--- src/hdl/relr_relocation_decoder_core_assert.svh ---
// Assertion macros shared by the relocation decoder modules.
`ifndef RELR_RELOCATION_DECODER_CORE_ASSERT_SVH
`define RELR_RELOCATION_DECODER_CORE_ASSERT_SVH

// Condition must hold at every clock edge out of reset.
`define RELR_ASSERT_ALWAYS(lbl, clk, rst, cond, msg) \
  lbl: assert property (@(posedge clk) disable iff (rst) (cond)) else $error(msg);

// Antecedent at one edge implies consequent at the next edge.
`define RELR_ASSERT_NEXT(lbl, clk, rst, ante, cons, msg) \
  lbl: assert property (@(posedge clk) disable iff (rst) (ante) |=> (cons)) else $error(msg);

`endif

--- src/hdl/relr_pkg.sv ---
// Types shared by the relocation decoder: channel words and queue entry.
`timescale 1ns / 1ps

package relr_pkg;

  localparam int unsigned ADDR_W = 64;

  // Input word: one relocation table entry.
  typedef struct packed {
    logic [ADDR_W-1:0] table_word;
    logic              end_of_table;
  } in_word_t;

  // Output word: one patch address.
  typedef struct packed {
    logic [ADDR_W-1:0] patch_address;
    logic              last_patch;
  } out_word_t;

  // Classified entry between front and back.
  typedef struct packed {
    logic              is_bitmap;
    logic              end_of_table;
    logic [ADDR_W-1:0] value;  // absolute address, or raw bitmap word
  } relr_entry_t;

endpackage

--- src/hdl/relr_front.sv ---
// Front end: load base register, word classification and entry queue.
`timescale 1ns / 1ps

module relr_front #(
  parameter int unsigned QUEUE_DEPTH = 4
) (
  input  logic                  clk,
  input  logic                  rst,
  input  logic                  push,
  output logic                  full,
  input  relr_pkg::in_word_t    in_word,
  input  logic                  cfg_write,
  input  logic [63:0]           cfg_data,
  output logic                  q_valid,
  output relr_pkg::relr_entry_t q_entry,
  input  logic                  q_pop
);
  import relr_pkg::*;

  localparam int unsigned PTR_W = (QUEUE_DEPTH > 1) ? $clog2(QUEUE_DEPTH) : 1;
  localparam int unsigned CNT_W = $clog2(QUEUE_DEPTH + 1);

  logic [ADDR_W-1:0] load_base;
  relr_entry_t       entries [QUEUE_DEPTH];
  logic [PTR_W-1:0]  wr_ptr;
  logic [PTR_W-1:0]  rd_ptr;
  logic [CNT_W-1:0]  count;
  relr_entry_t       new_entry;
  logic              do_push;
  logic              do_pop;

  // Load base register
  always_ff @(posedge clk) begin
    if (rst) begin
      load_base <= '0;
    end else if (cfg_write) begin
      load_base <= cfg_data;
    end
  end

  // Classify: address words are rebased here, bitmaps pass as they are
  always_comb begin
    new_entry.is_bitmap    = in_word.table_word[0];
    new_entry.end_of_table = in_word.end_of_table;
    if (in_word.table_word[0]) begin
      new_entry.value = in_word.table_word;
    end else begin
      new_entry.value = load_base + in_word.table_word;
    end
  end

  assign full    = (count == CNT_W'(QUEUE_DEPTH));
  assign q_valid = (count != '0);
  assign q_entry = entries[rd_ptr];
  assign do_push = push && !full;
  assign do_pop  = q_pop && q_valid;

  // Entry storage
  always_ff @(posedge clk) begin
    if (do_push) begin
      entries[wr_ptr] <= new_entry;
    end
  end

  // Queue pointers and fill count
  always_ff @(posedge clk) begin
    if (rst) begin
      wr_ptr <= '0;
      rd_ptr <= '0;
      count  <= '0;
    end else begin
      if (do_push) begin
        wr_ptr <= (wr_ptr == PTR_W'(QUEUE_DEPTH - 1)) ? '0 : wr_ptr + 1'b1;
      end
      if (do_pop) begin
        rd_ptr <= (rd_ptr == PTR_W'(QUEUE_DEPTH - 1)) ? '0 : rd_ptr + 1'b1;
      end
      if (do_push && !do_pop) begin
        count <= count + 1'b1;
      end else if (!do_push && do_pop) begin
        count <= count - 1'b1;
      end
    end
  end

`include "relr_relocation_decoder_core_assert.svh"
  `RELR_ASSERT_ALWAYS(a_count_range, clk, rst, count <= CNT_W'(QUEUE_DEPTH), "queue overfilled")
  `RELR_ASSERT_ALWAYS(a_empty_ptrs, clk, rst, (count != '0) || (rd_ptr == wr_ptr), "pointers differ on empty queue")

endmodule

--- src/hdl/relr_back.sv ---
// Back end: running pointer, bitmap scanner and result register.
`timescale 1ns / 1ps

module relr_back #(
  parameter int unsigned WORD_BYTES = 8
) (
  input  logic                  clk,
  input  logic                  rst,
  input  logic                  q_valid,
  input  relr_pkg::relr_entry_t q_entry,
  output logic                  q_pop,
  output logic                  empty,
  input  logic                  pop,
  output relr_pkg::out_word_t   out_word
);
  import relr_pkg::*;

  localparam int unsigned BITMAP_BITS = WORD_BYTES * 8 - 1;
  localparam logic [62:0] BITMAP_MASK = 63'((65'd1 << BITMAP_BITS) - 65'd1);
  localparam logic [ADDR_W-1:0] STEP  = ADDR_W'(WORD_BYTES);
  localparam logic [ADDR_W-1:0] CHUNK = ADDR_W'(8 * WORD_BYTES);
  localparam logic [ADDR_W-1:0] ADV   = ADDR_W'(BITMAP_BITS * WORD_BYTES);

  localparam logic ST_IDLE = 1'b0;
  localparam logic ST_SCAN = 1'b1;

  logic              state, state_next;
  logic [ADDR_W-1:0] ptr, ptr_next;
  logic [ADDR_W-1:0] cur, cur_next;
  logic [62:0]       mask, mask_next;
  logic              scan_end, scan_end_next;
  logic              out_valid, out_valid_next;
  out_word_t         out_reg, out_reg_next;

  logic              slot_free;
  logic [62:0]       bm;
  logic [7:0]        low8;
  logic [7:0]        low_one;
  logic [2:0]        low_idx;
  logic [62:0]       mask_clr;

  assign slot_free = !out_valid || pop;
  assign bm        = q_entry.value[63:1] & BITMAP_MASK;
  assign low8      = mask[7:0];
  assign low_one   = low8 & (~low8 + 8'd1);
  assign mask_clr  = mask & ~{55'd0, low_one};

  // Index of the lowest set bit in the current group of eight
  always_comb begin
    low_idx = '0;
    for (int i = 7; i >= 0; i--) begin
      if (low8[i]) begin
        low_idx = 3'(i);
      end
    end
  end

  // Sequencer: one result per cycle unless stalled; skips empty groups
  always_comb begin
    state_next     = state;
    ptr_next       = ptr;
    cur_next       = cur;
    mask_next      = mask;
    scan_end_next  = scan_end;
    out_valid_next = out_valid && !pop;
    out_reg_next   = out_reg;
    q_pop          = 1'b0;
    case (state)
      ST_IDLE: begin
        if (q_valid && slot_free) begin
          q_pop = 1'b1;
          if (!q_entry.is_bitmap) begin
            out_reg_next.patch_address = q_entry.value;
            out_reg_next.last_patch    = 1'b1;
            out_valid_next             = 1'b1;
            ptr_next = q_entry.end_of_table ? '0 : q_entry.value + STEP;
          end else if (bm == '0) begin
            ptr_next = q_entry.end_of_table ? '0 : ptr + ADV;
          end else begin
            mask_next     = bm;
            cur_next      = ptr;
            scan_end_next = q_entry.end_of_table;
            state_next    = ST_SCAN;
          end
        end
      end
      ST_SCAN: begin
        if (low8 != '0) begin
          if (slot_free) begin
            out_reg_next.patch_address = cur + ADDR_W'(low_idx) * STEP;
            out_reg_next.last_patch    = (mask_clr == '0);
            out_valid_next             = 1'b1;
            mask_next                  = mask_clr;
            if (mask_clr == '0) begin
              ptr_next   = scan_end ? '0 : ptr + ADV;
              state_next = ST_IDLE;
            end
          end
        end else begin
          mask_next = mask >> 8;
          cur_next  = cur + CHUNK;
        end
      end
      default: begin
        state_next = ST_IDLE;
      end
    endcase
  end

  // Control registers
  always_ff @(posedge clk) begin
    if (rst) begin
      state     <= ST_IDLE;
      ptr       <= '0;
      out_valid <= 1'b0;
    end else begin
      state     <= state_next;
      ptr       <= ptr_next;
      out_valid <= out_valid_next;
    end
  end

  // Scan and result payload
  always_ff @(posedge clk) begin
    cur      <= cur_next;
    mask     <= mask_next;
    scan_end <= scan_end_next;
    out_reg  <= out_reg_next;
  end

  assign empty    = !out_valid;
  assign out_word = out_reg;

`include "relr_relocation_decoder_core_assert.svh"
  `RELR_ASSERT_ALWAYS(a_scan_mask, clk, rst, (state != ST_SCAN) || (mask != '0), "scan with empty bitmap")
  `RELR_ASSERT_NEXT(a_result_hold, clk, rst, out_valid && !pop, out_valid && $stable(out_reg), "stalled result changed")

endmodule

--- src/hdl/relr_relocation_decoder_core.sv ---
// Packed relative-relocation decoder: front queue plus back-end sequencer.
//
// Input channel: push/full carries one table word and its end-of-table flag;
// a word is taken at a clock edge with push high and full low. Words are
// classified and queued (QUEUE_DEPTH entries), so input keeps flowing while
// the back end is busy with a bitmap.
// Result channel: empty/pop; the oldest patch address sits on out_word while
// empty is low and leaves at an edge with pop high.
// Config: cfg_write with cfg_data loads the load base; write only when idle.
// Path: an address word is held in the queue, then in the result register.
// Throughput: an address word goes straight to the result register. A bitmap is
// taken from the queue, then gives one patch address per set bit, skipping each
// empty group of eight bitmap bits before the last set bit. The back-end sequencer
// sets the rate: one patch address per cycle save on stalls, bitmap loads, skips.
// Reset (rst, synchronous): queue emptied, running pointer and load base
// cleared, no result waiting.
// Receiver stall: the result register holds; the sequencer waits and the
// queue fills until full rises.
`timescale 1ns / 1ps

module relr_relocation_decoder_core #(
  parameter int unsigned WORD_BYTES  = 8,
  parameter int unsigned QUEUE_DEPTH = 4
) (
  input  logic                clk,
  input  logic                rst,
  input  logic                push,
  output logic                full,
  input  relr_pkg::in_word_t  in_word,
  output logic                empty,
  input  logic                pop,
  output relr_pkg::out_word_t out_word,
  input  logic                cfg_write,
  input  logic [63:0]         cfg_data
);
  import relr_pkg::*;

  logic        q_valid;
  logic        q_pop;
  relr_entry_t q_entry;

  relr_front #(
    .QUEUE_DEPTH (QUEUE_DEPTH)
  ) u_front (
    .clk       (clk),
    .rst       (rst),
    .push      (push),
    .full      (full),
    .in_word   (in_word),
    .cfg_write (cfg_write),
    .cfg_data  (cfg_data),
    .q_valid   (q_valid),
    .q_entry   (q_entry),
    .q_pop     (q_pop)
  );

  relr_back #(
    .WORD_BYTES (WORD_BYTES)
  ) u_back (
    .clk      (clk),
    .rst      (rst),
    .q_valid  (q_valid),
    .q_entry  (q_entry),
    .q_pop    (q_pop),
    .empty    (empty),
    .pop      (pop),
    .out_word (out_word)
  );

endmodule
--- config.mk ---
export PLATFORM = sky130hd
export DESIGN_NAME = relr_relocation_decoder_core
export DESIGN_NICKNAME = d
export VERILOG_FILES = /design/src/hdl/relr_pkg.sv /design/src/hdl/relr_front.sv /design/src/hdl/relr_back.sv /design/src/hdl/relr_relocation_decoder_core.sv
export VERILOG_INCLUDE_DIRS = /design/src /design/src/hdl
export SDC_FILE = /design/constraint.sdc
export NUM_CORES = 1
export LEC_CHECK = 0
export BUFFER_PORTS_ARGS = -buffer_cell sky130_fd_sc_hd__buf_2
export CORE_AREA = 2 2 324 326
export CTS_CLUSTER_DIAMETER = 120
export DETAILED_ROUTE_END_ITERATION = 10
export DIE_AREA = 0 0 326 328
export MAX_ROUTING_LAYER = met4
export PLACE_DENSITY_LB_ADDON = 0.3
export SKIP_CTS_REPAIR_TIMING = 1
export SLEW_MARGIN = 20
export SYNTH_ARGS = -nofsm -noshare
export SYNTH_HDL_FRONTEND = slang
export SYNTH_HIERARCHICAL = 1
export SYNTH_SLANG_ARGS = --single-unit
--- constraint.sdc ---
create_clock -name clk -period 7.76 [get_ports clk]
set_input_delay 0 -clock clk [delete_from_list [all_inputs] [get_ports clk]]
set_output_delay 0 -clock clk [all_outputs]
set_load 0.01 [all_outputs]
==> impl_metrics.json <==
{
  "status": "finished with violations",
  "failing_checks": "negative hold slack",
  "design.portCount": 201,
  "ys_dominant_reg_cell": "sky130_fd_sc_hd__edfxtp_1",
  "cts.sink_count": 596,
  "initial_core_util_pct": 31.9,
  "synthDominantAreaCellType": "sky130_fd_sc_hd__edfxtp_1",
  "cts_tree": "yes",
  "holdWs_ps": -80.4,
  "number_of_slew_limit_violations_in_the_final_report": 0,
  "ir_worst_vdd_mv": 0.271,
  "ctsRootBufferMaster": "sky130_fd_sc_hd__clkbuf_16",
  "drtPass1Iterations": 6,
  "syn_nets": 3387,
  "static-leakage-power_nw": 13.5,
  "yosys.area.top_type_share_pct": 41.7,
  "die_y_um": 328,
  "viasPerCell": 5.40,
  "die-area_um2": 107000,
  "setup_total_negative_slack_ps": 0,
  "worstHoldPathType": "in2reg",
  "nNetsFinal": 3627,
  "first_global_vias": 24310,
  "total_congestion_overflow_after_global_routing": 0,
  "post-route-period-util_pct": 65.2,
  "netlist-cell-type-count": 93,
  "crit_fanout": 43,
  "wl_per_cell_um": 21.2,
  "final-hold-violation-count": 28,
  "timing.reg2reg.worst_path_depth": 9,
  "syn-mean-instance-area_um2": 10.4,
  "maxCapViolations": 0,
  "route.vias.total": 26186,
  "synth.ff_latch_count": 596,
  "layoutNonFillerInstCount": 4851,
  "drt_drc_violations_left": 0,
  "worst-endpoint-required_ps": 8270,
  "numPortBuffers": 200,
  "netlist_instances": 3175,
  "place_inst": 4584,
  "synth_edf_count": 457,
  "placement_rows": 118,
  "place.detailed.hpwl_um": 74700,
  "grt_start_max_net_pins": 230,
  "clk_path_buf_depth": 3,
  "fin_skew_ps": 30.8,
  "dr.first_iter.drc_count": 3202,
  "power_per_cell_area_nw_per_um2": 344,
  "hold_path.startpoint": "in_word[12]",
  "rsz0062_at_grt": "false",
  "synth_area_leaders": "sky130_fd_sc_hd__edfxtp_1, sky130_fd_sc_hd__dfxtp_1, sky130_fd_sc_hd__mux4_2",
  "synth_commonest_cells": "sky130_fd_sc_hd__edfxtp_1, sky130_fd_sc_hd__nor2_1, sky130_fd_sc_hd__a21oi_1, sky130_fd_sc_hd__nand2_1, sky130_fd_sc_hd__o21ai_0",
  "cts.clk_slew.worst_paths_ps": 60,
  "place_worst_setup_slack_ps": 2720,
  "hold_critical_path_depth": 3,
  "core_region_area_um2": 103000,
  "ys.warnings.count": 6,
  "grt_antenna_before_repair": 1,
  "final_gp_congestion": 0.962,
  "die_x_um": 326,
  "grtUsageTotal_pct": 19.2,
  "synth.most_common_cell": "sky130_fd_sc_hd__edfxtp_1",
  "worst_ep_arrival_time_ps": 5570,
  "cts_htree_levels": 3,
  "tritoncts_buffer_count": 70,
  "post_route_cells_drive_above_1_share_pct": 14.0,
  "cp-end-kind": "register",
  "mappedNetlistArea_um2": 32900,
  "timing.slew.headroom_pct": 26.0,
  "final_period_minus_worst_setup_slack_ps": 5060,
  "start_kind": "register",
  "worstSkewPairLatency_ps": 630,
  "yosysSeqAreaShare_pct": 50.1,
  "route.final.wire_length_um": 103000,
  "finish_stage_setup_viols": 0,
  "utilization_pct": 37.7,
  "postSynth.asyncResetShare_pct": 0,
  "crit_type": "reg2reg",
  "postRouteAntennaNets": 0,
  "slew_at_the_pin_closest_to_its_max_slew_limit_ps": 1110,
  "max_freq_mhz": 198,
  "setup_ws_ps": 2700,
  "first_pass_grt_wire_length_um": 154000,
  "area.growth.synth_to_final_pct": 18.2,
  "fillCellCount": 10120
}
==> routing by layer <==
| layer | GRT usage (%) | part of all wire (%) |
|---|---|---|
| met3 | 2.70 | 7.0 |
| met5 | - | 0 |
| met4 | 6.33 | 2.9 |
| met1 | 27.2 | 46 |
| met2 | 28.1 | 44 |
==> area by class of cell <==
class | count | area, um^2 | share of cell area [%]
multi-input cells | 2287 | 15300 | 39.4
flip-flops and latches | 596 | 16500 | 42.4
diodes | 1 | 2.50 | 0.00643
clock buffers | 83 | 1910 | 4.89
inverters | 95 | 357 | 0.916
repair buffers | 365 | 2610 | 6.70
clock inverters | 44 | 502 | 1.29
well taps | 1380 | 1730 | 4.43
==> final timing paths <==
check                            to  slack [ps]
max                  u_back/ptr[43]        2700
min          u_front/entries[0][11]         -80
max reg2reg          u_back/ptr[43]        2700
min reg2reg           u_back/ptr[0]         470
==> metrics by stage <==
| step | power (W) | hold slack, ps | cell area, um^2 |
|---|---|---|---|
| 6_report | 0.0134 | -80.4 | 38900 |
| 5_1_grt | 0.0141 | -5.45 | 38900 |
| 4_1_cts | 0.0134 | -433 | 37500 |
| 3_5_place_dp | 0.00986 | 232 | 35100 |
| 3_3_place_gp | 0.00986 | 223 | 35100 |
| 2_1_floorplan | 0.00813 | 98.9 | 32900 |
==> sequential cells by signal, indices dropped and copies added, names as in the netlist, named ones only <==
register           cells
u_back/ptr            64
u_front/load_base     64
u_back/cur            64
u_back/mask           63
u_front/entries      264
u_back/scan_end        1
u_back/state           1
u_back/out_word       65
u_front/wr_ptr         2
u_front/count          3
u_front/rd_ptr         2
u_back/out_valid       1
==> worst max-delay path, cell delays in order, from the launching register on <==
cell	delay [ps]
sky130_fd_sc_hd__dfxtp_4	770
sky130_fd_sc_hd__mux4_2	690
sky130_fd_sc_hd__nor4_1	810
sky130_fd_sc_hd__nand4_1	270
sky130_fd_sc_hd__o41ai_2	770
sky130_fd_sc_hd__nand2_2	120
sky130_fd_sc_hd__nand2_1	90
sky130_fd_sc_hd__buf_4	440
sky130_fd_sc_hd__nand2_1	610
sky130_fd_sc_hd__o32ai_1	310
==> cells in the final DEF (no fill, tap or decap), types with 9 or more instances in the layout <==
master                          Yosys  routed
sky130_fd_sc_hd__a211oi_1          13      13
sky130_fd_sc_hd__a21o_1            55      55
sky130_fd_sc_hd__a21oi_1          259     257
sky130_fd_sc_hd__a31oi_1           32      32
sky130_fd_sc_hd__and2_1            20      16
sky130_fd_sc_hd__and3_1            28      28
sky130_fd_sc_hd__and4_1            19      19
sky130_fd_sc_hd__buf_2             20     197
sky130_fd_sc_hd__buf_4              2      28
sky130_fd_sc_hd__bufinv_16          0       9
sky130_fd_sc_hd__clkbuf_16          0      74
sky130_fd_sc_hd__clkinv_1           0      11
sky130_fd_sc_hd__dfxtp_1          139     136
sky130_fd_sc_hd__dlygate4sd3_1      0     139
sky130_fd_sc_hd__edfxtp_1         457     457
sky130_fd_sc_hd__ha_1              75      75
sky130_fd_sc_hd__inv_1             95      95
sky130_fd_sc_hd__mux2i_1           71      71
sky130_fd_sc_hd__mux4_2            66      66
sky130_fd_sc_hd__nand2_1          258     258
sky130_fd_sc_hd__nand2b_1           9       9
sky130_fd_sc_hd__nand3_1          141     141
sky130_fd_sc_hd__nand4_1           92      92
sky130_fd_sc_hd__nor2_1           322     321
sky130_fd_sc_hd__nor2b_1           26      26
sky130_fd_sc_hd__nor3_1            57      55
sky130_fd_sc_hd__nor4_1            73      73
sky130_fd_sc_hd__nor4_2            11      11
sky130_fd_sc_hd__o21a_1            13      13
sky130_fd_sc_hd__o21ai_0          204     204
sky130_fd_sc_hd__o21bai_1          12      12
sky130_fd_sc_hd__o22ai_1           15      15
sky130_fd_sc_hd__o32ai_1           18      18
sky130_fd_sc_hd__or2_2             11      11
sky130_fd_sc_hd__or3_1             17      16
sky130_fd_sc_hd__xnor2_1          143     143
sky130_fd_sc_hd__xor2_1            82      82
==> logic make-up after synthesis <==
family	count (synthesis)	share of synthesized area (%)
and+or+nand+nor	1132	17.3
muxes	142	6.84
buffers and inverters	292	3.58
xor gates and xnor gates	225	5.98
AOI/OAI and AO/OA	710	13.1
DFF	596	50.1
adders and majority gates	78	3.03
==> where the power goes <==
group | switching, W | internal [W]
sequential | 0.000698 | 0.00467
combinational | 0.00312 | 0.00144
clock | 0.00139 | 0.00207
Power figures use the tool's default switching activity.
